--- src/hw/rtl/bol_pkg.sv ---
`timescale 1ns / 1ps

package bol_pkg;

  localparam int CAPACITY = 16;
  localparam int ADDR_W   = $clog2(CAPACITY);
  localparam int CNT_W    = $clog2(CAPACITY + 1);

  // Transaction field widths
  localparam int OP_W     = 3;
  localparam int VAL_W    = 32;
  localparam int POS_W    = 5;
  localparam int STATUS_W = 3;
  localparam int IDX_W    = 4;
  localparam int LEN_W    = 5;

  typedef enum logic [OP_W-1:0] {
    OP_APPEND   = 3'd0,
    OP_INSERT   = 3'd1,
    OP_DEL_VAL  = 3'd2,
    OP_DEL_POS  = 3'd3,
    OP_READ_FWD = 3'd4,
    OP_READ_REV = 3'd5
  } op_t;

  typedef enum logic [STATUS_W-1:0] {
    ST_OK       = 3'd0,
    ST_FULL     = 3'd1,
    ST_BADPOS   = 3'd2,
    ST_NOTFOUND = 3'd3,
    ST_EMPTY    = 3'd4
  } status_t;

endpackage

--- src/hw/rtl/bol_if.sv ---
`timescale 1ns / 1ps

interface bol_in_if;
  import bol_pkg::*;

  logic                    valid;
  logic                    ready;
  logic [OP_W-1:0]         op;
  logic signed [VAL_W-1:0] item_value;
  logic [POS_W-1:0]        position;

  modport source (output valid, op, item_value, position, input ready);
  modport sink (input valid, op, item_value, position, output ready);
  modport monitor (input valid, ready, op, item_value, position);
endinterface

interface bol_out_if;
  import bol_pkg::*;

  logic                    valid;
  logic                    ready;
  logic [STATUS_W-1:0]     status;
  logic signed [VAL_W-1:0] read_value;
  logic [IDX_W-1:0]        read_index;
  logic                    last;
  logic [LEN_W-1:0]        list_length;

  modport source (output valid, status, read_value, read_index, last, list_length,
                  input ready);
  modport sink (input valid, status, read_value, read_index, last, list_length,
                output ready);
  modport monitor (input valid, ready, status, read_value, read_index, last,
                   list_length);
endinterface

--- src/hw/rtl/bounded_ordered_list.sv ---
`timescale 1ns / 1ps
// Bounded ordered list of signed 32-bit values, up to 16 entries.
// in_ch carries one command per transaction (append, insert at position,
// delete by value, delete at position, read forward, read reverse).
// out_ch returns one result per write command, one per entry for a read
// (last marks the final one), or a single status for an empty list.
// Unused op codes are consumed and give no result.
// Entries live in a single-port-write, single-port-read RAM, and every
// move goes through that one read/write pair under a small sequencer,
// so in_ch.ready is high only while no command is in progress.
// A rejected command moves no entries. An append or insert at p moves each
// entry from p to the tail up by one; a delete at p moves each entry above
// p down by one; a delete by value first scans from the head for a match,
// then closes the gap the same way; a read fetches each entry in turn.
// A stalled out_ch holds its transaction and pauses the sequencer at the
// next result; it never drops or repeats one.
// Synchronous reset empties the list and clears out_ch.valid; RAM contents
// are left as they are, since only entries below the count are ever read.
module bounded_ordered_list (
  input  logic      clk,
  input  logic      rst_n,
  bol_in_if.sink    in_ch,
  bol_out_if.source out_ch
);
  import bol_pkg::*;

  logic                    ram_we;
  logic [ADDR_W-1:0]       ram_waddr;
  logic signed [VAL_W-1:0] ram_wdata;
  logic [ADDR_W-1:0]       ram_raddr;
  logic signed [VAL_W-1:0] ram_rdata;

  bol_seq u_seq (
    .clk       (clk),
    .rst_n     (rst_n),
    .in_ch     (in_ch),
    .out_ch    (out_ch),
    .ram_we    (ram_we),
    .ram_waddr (ram_waddr),
    .ram_wdata (ram_wdata),
    .ram_raddr (ram_raddr),
    .ram_rdata (ram_rdata)
  );

  bol_ram #(
    .WIDTH (VAL_W),
    .DEPTH (CAPACITY)
  ) u_ram (
    .clk   (clk),
    .we    (ram_we),
    .waddr (ram_waddr),
    .wdata (ram_wdata),
    .raddr (ram_raddr),
    .rdata (ram_rdata)
  );

endmodule

--- src/hw/rtl/bol_ram.sv ---
`timescale 1ns / 1ps

module bol_ram #(
  parameter int WIDTH = 32,
  parameter int DEPTH = 16
) (
  input  logic                     clk,
  input  logic                     we,
  input  logic [$clog2(DEPTH)-1:0] waddr,
  input  logic [WIDTH-1:0]         wdata,
  input  logic [$clog2(DEPTH)-1:0] raddr,
  output logic [WIDTH-1:0]         rdata
);

  logic [WIDTH-1:0] mem [DEPTH];
  logic [WIDTH-1:0] rdata_r;

  always_ff @(posedge clk) begin
    if (we) begin
      mem[waddr] <= wdata;
    end
    rdata_r <= mem[raddr];
  end

  assign rdata = rdata_r;

endmodule

--- src/hw/rtl/bol_seq.sv ---
`timescale 1ns / 1ps

module bol_seq (
  input  logic                             clk,
  input  logic                             rst_n,
  bol_in_if.sink                           in_ch,
  bol_out_if.source                        out_ch,
  output logic                             ram_we,
  output logic [bol_pkg::ADDR_W-1:0]       ram_waddr,
  output logic signed [bol_pkg::VAL_W-1:0] ram_wdata,
  output logic [bol_pkg::ADDR_W-1:0]       ram_raddr,
  input  logic signed [bol_pkg::VAL_W-1:0] ram_rdata
);
  import bol_pkg::*;

  typedef enum logic [11:0] {
    S_IDLE     = 12'b0000_0000_0001,
    S_DISP     = 12'b0000_0000_0010,
    S_FETCH    = 12'b0000_0000_0100,
    S_SRCH_RD  = 12'b0000_0000_1000,
    S_SRCH_CMP = 12'b0000_0001_0000,
    S_UP_RD    = 12'b0000_0010_0000,
    S_UP_WR    = 12'b0000_0100_0000,
    S_DN_RD    = 12'b0000_1000_0000,
    S_DN_WR    = 12'b0001_0000_0000,
    S_RD_ADDR  = 12'b0010_0000_0000,
    S_RD_DATA  = 12'b0100_0000_0000,
    S_EMIT     = 12'b1000_0000_0000
  } state_t;

  state_t                  state_r, state_nxt;
  op_t                     op_r, op_nxt;
  logic signed [VAL_W-1:0] val_r, val_nxt;
  logic [POS_W-1:0]        pos_r, pos_nxt;
  logic [CNT_W-1:0]        ptr_r, ptr_nxt;
  logic [CNT_W-1:0]        cnt_r, cnt_nxt;

  status_t                 res_status_r, res_status_nxt;
  logic signed [VAL_W-1:0] res_val_r, res_val_nxt;
  logic [IDX_W-1:0]        res_idx_r, res_idx_nxt;
  logic                    res_last_r, res_last_nxt;

  logic                    out_valid_r, out_valid_nxt;
  status_t                 out_status_r;
  logic signed [VAL_W-1:0] out_val_r;
  logic [IDX_W-1:0]        out_idx_r;
  logic                    out_last_r;
  logic [LEN_W-1:0]        out_len_r;

  logic                    out_free;
  logic                    out_load;
  logic [CNT_W-1:0]        ptr_inc;
  logic [CNT_W-1:0]        ptr_dec;
  logic [CNT_W-1:0]        rd_idx;
  logic [POS_W-1:0]        ins_pos;

  assign out_free = !out_valid_r || out_ch.ready;
  assign ptr_inc  = ptr_r + 1'b1;
  assign ptr_dec  = ptr_r - 1'b1;
  assign rd_idx   = (op_r == OP_READ_FWD) ? ptr_r : (cnt_r - 1'b1 - ptr_r);
  // An empty list or an append always places the value at the tail
  assign ins_pos  = (op_r == OP_APPEND || cnt_r == '0) ? POS_W'(cnt_r) : pos_r;

  assign in_ch.ready = (state_r == S_IDLE);

  always_comb begin
    state_nxt      = state_r;
    op_nxt         = op_r;
    val_nxt        = val_r;
    pos_nxt        = pos_r;
    ptr_nxt        = ptr_r;
    cnt_nxt        = cnt_r;
    res_status_nxt = res_status_r;
    res_val_nxt    = res_val_r;
    res_idx_nxt    = res_idx_r;
    res_last_nxt   = res_last_r;
    out_load       = 1'b0;
    ram_we         = 1'b0;
    ram_waddr      = ptr_r[ADDR_W-1:0];
    ram_wdata      = ram_rdata;
    ram_raddr      = ptr_r[ADDR_W-1:0];

    case (state_r)
      S_IDLE: begin
        if (in_ch.valid) begin
          op_nxt    = op_t'(in_ch.op);
          val_nxt   = in_ch.item_value;
          pos_nxt   = in_ch.position;
          state_nxt = S_DISP;
        end
      end

      S_DISP: begin
        // Default to a rejected transaction; overridden below on success
        res_val_nxt  = '0;
        res_idx_nxt  = '0;
        res_last_nxt = 1'b1;
        ptr_nxt      = '0;
        ram_raddr    = pos_r[ADDR_W-1:0];
        case (op_r)
          OP_APPEND, OP_INSERT: begin
            if (cnt_r >= CNT_W'(CAPACITY)) begin
              res_status_nxt = ST_FULL;
              state_nxt      = S_EMIT;
            end else if (ins_pos > POS_W'(cnt_r)) begin
              res_status_nxt = ST_BADPOS;
              state_nxt      = S_EMIT;
            end else begin
              pos_nxt        = ins_pos;
              ptr_nxt        = cnt_r;
              res_status_nxt = ST_OK;
              res_val_nxt    = val_r;
              res_idx_nxt    = IDX_W'(ins_pos);
              state_nxt      = S_UP_RD;
            end
          end
          OP_DEL_VAL: begin
            if (cnt_r == '0) begin
              res_status_nxt = ST_EMPTY;
              state_nxt      = S_EMIT;
            end else begin
              state_nxt = S_SRCH_RD;
            end
          end
          OP_DEL_POS: begin
            if (cnt_r == '0) begin
              res_status_nxt = ST_EMPTY;
              state_nxt      = S_EMIT;
            end else if (pos_r >= POS_W'(cnt_r)) begin
              res_status_nxt = ST_BADPOS;
              state_nxt      = S_EMIT;
            end else begin
              state_nxt = S_FETCH;
            end
          end
          OP_READ_FWD, OP_READ_REV: begin
            if (cnt_r == '0) begin
              res_status_nxt = ST_EMPTY;
              state_nxt      = S_EMIT;
            end else begin
              state_nxt = S_RD_ADDR;
            end
          end
          default: begin
            state_nxt = S_IDLE;
          end
        endcase
      end

      S_FETCH: begin
        res_status_nxt = ST_OK;
        res_val_nxt    = ram_rdata;
        res_idx_nxt    = IDX_W'(pos_r);
        res_last_nxt   = 1'b1;
        ptr_nxt        = CNT_W'(pos_r);
        state_nxt      = S_DN_RD;
      end

      S_SRCH_RD: begin
        state_nxt = S_SRCH_CMP;
      end

      S_SRCH_CMP: begin
        if (ram_rdata == val_r) begin
          res_status_nxt = ST_OK;
          res_val_nxt    = val_r;
          res_idx_nxt    = IDX_W'(ptr_r);
          state_nxt      = S_DN_RD;
        end else if (ptr_inc == cnt_r) begin
          res_status_nxt = ST_NOTFOUND;
          state_nxt      = S_EMIT;
        end else begin
          ptr_nxt   = ptr_inc;
          state_nxt = S_SRCH_RD;
        end
      end

      // Close the gap: entry[k] <= entry[k+1] up to the tail
      S_DN_RD: begin
        ram_raddr = ptr_inc[ADDR_W-1:0];
        if (ptr_inc < cnt_r) begin
          state_nxt = S_DN_WR;
        end else begin
          cnt_nxt   = cnt_r - 1'b1;
          state_nxt = S_EMIT;
        end
      end

      S_DN_WR: begin
        ram_we    = 1'b1;
        ptr_nxt   = ptr_inc;
        state_nxt = S_DN_RD;
      end

      // Open a slot: entry[k] <= entry[k-1] from the tail down to the slot
      S_UP_RD: begin
        ram_raddr = ptr_dec[ADDR_W-1:0];
        if (POS_W'(ptr_r) > pos_r) begin
          state_nxt = S_UP_WR;
        end else begin
          ram_we    = 1'b1;
          ram_wdata = val_r;
          cnt_nxt   = cnt_r + 1'b1;
          state_nxt = S_EMIT;
        end
      end

      S_UP_WR: begin
        ram_we    = 1'b1;
        ptr_nxt   = ptr_dec;
        state_nxt = S_UP_RD;
      end

      S_RD_ADDR: begin
        ram_raddr = rd_idx[ADDR_W-1:0];
        state_nxt = S_RD_DATA;
      end

      S_RD_DATA: begin
        res_status_nxt = ST_OK;
        res_val_nxt    = ram_rdata;
        res_idx_nxt    = IDX_W'(rd_idx);
        res_last_nxt   = (ptr_inc == cnt_r);
        state_nxt      = S_EMIT;
      end

      S_EMIT: begin
        if (out_free) begin
          out_load = 1'b1;
          if (res_last_r) begin
            state_nxt = S_IDLE;
          end else begin
            ptr_nxt   = ptr_inc;
            state_nxt = S_RD_ADDR;
          end
        end
      end

      default: begin
        state_nxt = S_IDLE;
      end
    endcase
  end

  always_comb begin
    out_valid_nxt = out_valid_r;
    if (out_load) begin
      out_valid_nxt = 1'b1;
    end else if (out_ch.ready) begin
      out_valid_nxt = 1'b0;
    end
  end

  always_ff @(posedge clk) begin
    if (!rst_n) begin
      state_r     <= S_IDLE;
      cnt_r       <= '0;
      out_valid_r <= 1'b0;
    end else begin
      state_r     <= state_nxt;
      cnt_r       <= cnt_nxt;
      out_valid_r <= out_valid_nxt;
    end
  end

  always_ff @(posedge clk) begin
    op_r         <= op_nxt;
    val_r        <= val_nxt;
    pos_r        <= pos_nxt;
    ptr_r        <= ptr_nxt;
    res_status_r <= res_status_nxt;
    res_val_r    <= res_val_nxt;
    res_idx_r    <= res_idx_nxt;
    res_last_r   <= res_last_nxt;
    if (out_load) begin
      out_status_r <= res_status_r;
      out_val_r    <= res_val_r;
      out_idx_r    <= res_idx_r;
      out_last_r   <= res_last_r;
      out_len_r    <= LEN_W'(cnt_r);
    end
  end

  assign out_ch.valid       = out_valid_r;
  assign out_ch.status      = out_status_r;
  assign out_ch.read_value  = out_val_r;
  assign out_ch.read_index  = out_idx_r;
  assign out_ch.last        = out_last_r;
  assign out_ch.list_length = out_len_r;

endmodule

--- src/flat_wrapper.sv ---
// flat-port wrapper written by rule: the top's interface ports become plain ports
module bounded_ordered_list_flat import bol_pkg::*;
  (clk, rst_n, in_ch_valid, in_ch_op, in_ch_item_value, in_ch_position, in_ch_ready, out_ch_valid, out_ch_status, out_ch_read_value, out_ch_read_index, out_ch_last, out_ch_list_length, out_ch_ready);
  bol_in_if in_ch_i ();
  bol_out_if out_ch_i ();
  input  logic clk;
  input  logic rst_n;
  input wire logic [$bits(in_ch_i.valid)-1:0] in_ch_valid;
  input wire logic [$bits(in_ch_i.op)-1:0] in_ch_op;
  input wire logic [$bits(in_ch_i.item_value)-1:0] in_ch_item_value;
  input wire logic [$bits(in_ch_i.position)-1:0] in_ch_position;
  output wire logic [$bits(in_ch_i.ready)-1:0] in_ch_ready;
  output wire logic [$bits(out_ch_i.valid)-1:0] out_ch_valid;
  output wire logic [$bits(out_ch_i.status)-1:0] out_ch_status;
  output wire logic [$bits(out_ch_i.read_value)-1:0] out_ch_read_value;
  output wire logic [$bits(out_ch_i.read_index)-1:0] out_ch_read_index;
  output wire logic [$bits(out_ch_i.last)-1:0] out_ch_last;
  output wire logic [$bits(out_ch_i.list_length)-1:0] out_ch_list_length;
  input wire logic [$bits(out_ch_i.ready)-1:0] out_ch_ready;
  assign in_ch_i.valid = in_ch_valid;
  assign in_ch_i.op = in_ch_op;
  assign in_ch_i.item_value = in_ch_item_value;
  assign in_ch_i.position = in_ch_position;
  assign in_ch_ready = in_ch_i.ready;
  assign out_ch_valid = out_ch_i.valid;
  assign out_ch_status = out_ch_i.status;
  assign out_ch_read_value = out_ch_i.read_value;
  assign out_ch_read_index = out_ch_i.read_index;
  assign out_ch_last = out_ch_i.last;
  assign out_ch_list_length = out_ch_i.list_length;
  assign out_ch_i.ready = out_ch_ready;
  bounded_ordered_list u_core (.clk(clk), .rst_n(rst_n), .in_ch(in_ch_i), .out_ch(out_ch_i));
endmodule
--- config.mk ---
export PLATFORM = sky130hd
export DESIGN_NAME = bounded_ordered_list_flat
export DESIGN_NICKNAME = d
export VERILOG_FILES = /design/src/hw/rtl/bol_pkg.sv /design/src/hw/rtl/bol_if.sv /design/src/hw/rtl/bounded_ordered_list.sv /design/src/hw/rtl/bol_ram.sv /design/src/hw/rtl/bol_seq.sv /design/src/flat_wrapper.sv
export SDC_FILE = /design/constraint.sdc
export NUM_CORES = 1
export LEC_CHECK = 0
export BUFFER_PORTS_ARGS = -buffer_cell sky130_fd_sc_hd__buf_2
export CORE_MARGIN = 1.5
export CORE_UTILIZATION = 60
export DETAILED_ROUTE_END_ITERATION = 6
export PLACE_DENSITY = 0.74
export SYNTH_ARGS = -nofsm -noshare
export SYNTH_HDL_FRONTEND = slang
export SYNTH_HIERARCHICAL = 1
export SYNTH_SLANG_ARGS = --single-unit
--- constraint.sdc ---
create_clock -name clk -period 7 [get_ports clk]
set_input_delay 0.7 -clock clk [delete_from_list [all_inputs] [get_ports clk]]
set_output_delay 0.7 -clock clk [all_outputs]
set_load 0.01 [all_outputs]
==> metrics.md <==
| Metric | Value |
|---|---|
| GR Util All Layers | `28.0%` |
| Router iterations before antenna repair | `6` |
| Fraction of layout cells with a size suffix above 1 | `23.0%` |
| Crit-path slowest cell | `nor2_4` |
| Vias/cell | `6.51` |
| DR vias | `14700` |
| Reg2Reg Depth | `8` |
| Resized cells post-CTS | `0` |
| Post-route ant nets | `0` |
| Main synth FF type | `edfxtp_1` |
| Hold Violations, Final | `0` |
| Pwr/cell area | `287 nW/µm²` |
| Hold path depth | `1` |
| CP required | `7.20 ns` |
| Hold crit path type | `in -> reg` |
| Worst relative slew slack | `16.3%` |
| Final GP Congestion | `0.896` |
| Largest delay share family, worst path | `simple AND/OR/NAND/NOR gates` |
| Top routing layer in use | `met4` |
| Hold Path Sink | `u_core/u_seq/val_r[27]$_DFFE_PP_` |
| Setup bufs post-CTS | `0` |
| Mean area per synthesized cell | `18.3 µm²` |
| Total Die Area | `46800 µm²` |
| Pins Over Slew Limit | `0` |
| Pleak | `10.4 nW` |
| Critical path startpoint category | `register` |
| Initial Utilization | `61.3%` |
| I/O pin cnt | `91` |
| Core Area | `44500 µm²` |
| Max_cap viols | `0` |
| Setup CP Type | `reg -> reg` |
| Slowest stage delay, CP | `0.90 ns` |
| RSZ-0062 raised after global routing | `no` |
| Arrival time at the worst endpoint | `4.82 ns` |
| Largest net degree at the start of global routing | `129` |
| Ys async rst share | `0%` |
| Area delta synth->final | `13.1%` |
| R2R Path Start | `u_core/u_seq/ptr_r[3]$_DFFE_PP_` |
| Top cells by area, synth | `edfxtp_1, mux4_2, dfxtp_1` |
| Synthesized Nets | `1568` |
| Most common cell after layout, fill and taps aside | `edfxtp_1` |
| Min Clock Period, post-route | `4.61 ns` |
| Met1 wire length | `25.4 mm` |
| Setup TNS Final | `0 ns` |
| Gr ovfl total | `0` |
| Clk_lat worst skew | `0.61 ns` |
| Mapped Cells | `1496` |
| Die Ht | `216 µm` |
| CTS H-tree lvls | `3` |
| Nature of the critical path endpoint | `register` |
| Post-synth top area cell | `edfxtp_1` |
| PnR Total Power | `0.00887 W` |
| Vias in the first global route | `14600` |
| Worst Hold Launch | `in_ch_item_value[27]` |
| Synth unique cells | `65` |
| Measured slew at the worst slew-check pin | `1.25 ns` |
| Die Width | `216 µm` |
| Dpl hpwl | `35.8 mm` |
| Most frequent cells in the layout | `edfxtp_1, nand2_1, mux4_2` |
| Residual DRC | `0` |
| Sink Count | `692` |
| Wire length on met3 | `5.76 mm` |
| DRT iter0 DRCs | `1670` |
| WL/cell | `28.3 µm` |
| EDFF count, synth | `642` |
| IO buf count | `90` |
| Finish-stage setup viols | `0` |
| Post-synth top area share | `70.6%` |
| Fill count | `2783` |
| Met2 WL | `30.8 mm` |
| Root Driver | `clkbuf_16` |
| Yosys Warn Count | `6` |
| Highest clock rate | `217 MHz` |
| Worst IR Drop VDD | `0.223 mV` |
| Worst Clk Skew | `0.0283 ns` |
| Worst-path clk slew | `0.06 ns` |
| First-pass GRT wire length | `94.7 mm` |
| Synthesized cell area | `27300 µm²` |
| CP cell instances | `ha_1 -> a21o_1 -> a2111oi_0 -> o31ai_4 -> buf_4 -> nand3_1 -> or3b_2 -> nor2_4` |
| Routed WL | `63.8 mm` |
| Antenna violations before repair | `1` |
| Flop2flop setup slack | `2.39 ns` |
| CTS max path bufs | `3` |
| Status | `finished, final reports clean` |
| Cts hold-fix bufs | `0` |
| FF-to-FF End | `u_core/u_ram/mem[3][23]$_DFFE_PP_` |
| CTS Buf Count | `70` |
| Final period util | `65.9%` |
| CTS tree | `yes` |
| # rows | `77` |
| Crit path buf inv count | `1` |
| Nets | `1681` |
| Antenna cells | `0` |
| Register area share after synthesis | `74.3%` |
| CP max FO | `34` |
| #FFs+latches synth | `692` |
## cells in the mapped netlist, types with 3 or more instances
library cell,n
buf_1,10
or3_1,3
nand4b_1,3
nor2_1,47
edfxtp_1,642
a22o_1,35
o221ai_1,3
buf_2,11
nor3_1,12
clkbuf_1,38
nand2_1,162
and3_1,10
dfxtp_1,50
o22ai_1,6
nor2b_1,6
a41o_1,3
inv_1,18
or4_1,3
ha_1,27
a21o_1,6
nand3_1,16
mux2i_1,8
o21ai_0,13
nor4_1,9
a31oi_1,4
xor2_1,4
mux4_2,128
and4_1,5
xnor2_1,42
a22oi_1,67
nand4_1,16
buf_4,13
a21oi_1,18
and2_1,4
a221o_1,4
nand3b_1,3
nand2b_1,11
## layer usage
layer / global-route usage, % / up-vias
met5: 0 / -
met4: 9.05 / 0
met3: 5.60 / 116
met2: 44.7 / 760
met1: 39.6 / 7570
li1: - / 6257
## flip-flops by register name, indices dropped and copies added, names as in the netlist
name	flops
u_core/u_ram/mem	512
u_core/u_ram/rdata	32
u_core/u_seq/cnt_r	5
u_core/u_seq/op_r	3
u_core/u_seq/out_ch.last	1
u_core/u_seq/out_ch.list_length	5
u_core/u_seq/out_ch.read_index	4
u_core/u_seq/out_ch.read_value	32
u_core/u_seq/out_ch.status	3
u_core/u_seq/out_ch.valid	1
u_core/u_seq/pos_r	5
u_core/u_seq/ptr_r	5
u_core/u_seq/res_idx_r	4
u_core/u_seq/res_last_r	1
u_core/u_seq/res_status_r	3
u_core/u_seq/res_val_r	32
u_core/u_seq/state_r	12
u_core/u_seq/val_r	32
## logic make-up (layout without fill, tap and decap cells)
family	Yosys count	count (layout)	synth area share (%)
adders and majority gates	28	28	1.31
muxes	138	138	10.9
AOI/OAI and AO/OA	179	179	4.94
buffers and inverters	93	262	1.54
and+or+nand+nor	320	320	5.52
DFF	692	692	74.3
xor gates and xnor gates	46	46	1.48
## power breakdown
| group | switching (W) | internal [W] | leakage [nW] |
|---|---|---|---|
| Clock | 0.00154 | 0.00221 | 1.14 |
| Combinational | 0.000292 | 0.000149 | 2.98 |
| Sequential | 0.0000553 | 0.00462 | 6.25 |
## worst max-delay path by stage
stage,start,end,slack (ns),depth (start not counted)
finish,u_core/u_seq/ptr_r[3]$_DFFE_PP_,u_core/u_ram/mem[3][23]$_DFFE_PP_,2.39,8
global route,u_core/u_seq/ptr_r[1]$_DFFE_PP_,u_core/u_ram/mem[2][8]$_DFFE_PP_,2.12,8
CTS,u_core/u_seq/ptr_r[1]$_DFFE_PP_,u_core/u_ram/mem[3][7]$_DFFE_PP_,2.40,8
detailed placement,u_core/u_seq/ptr_r[1]$_DFFE_PP_,u_core/u_ram/mem[3][18]$_DFFE_PP_,2.38,8
global placement,u_core/u_seq/ptr_r[3]$_DFFE_PP_,u_core/u_ram/mem[2][13]$_DFFE_PP_,2.47,8
floorplan,u_core/u_seq/pos_r[3]$_DFFE_PP_,u_core/u_ram/mem[0][0]$_DFFE_PP_,1.76,9
## metrics by stage
stage | setup WS, ns | hold slack [ns] | utilization (%) | cells | area (µm²)
2_1_floorplan | 1.76 | 0.400 | - | 1496 | 27300
3_3_place_gp | 2.47 | 0.402 | 64.2 | 2129 | 28600
3_5_place_dp | 2.38 | 0.405 | 64.2 | 2129 | 28600
4_1_cts | 2.40 | 0.247 | 69.4 | 2257 | 30900
5_1_grt | 2.12 | 0.250 | 69.4 | 2257 | 30900
6_report | 2.39 | 0.270 | 69.4 | 2257 | 30900
## layout make-up
type / instances / area (µm²) / area share, %
inverters: 20 / 75.1 / 0.243
clock buffers: 88 / 1920 / 6.23
repair buffers: 114 / 656 / 2.12
multi-input cells: 711 / 6810 / 22.1
flip-flops and latches: 692 / 20300 / 65.7
well taps: 592 / 741 / 2.40
clock inverters: 40 / 385 / 1.25
Note: power is estimated with default switching activity, not from simulation.
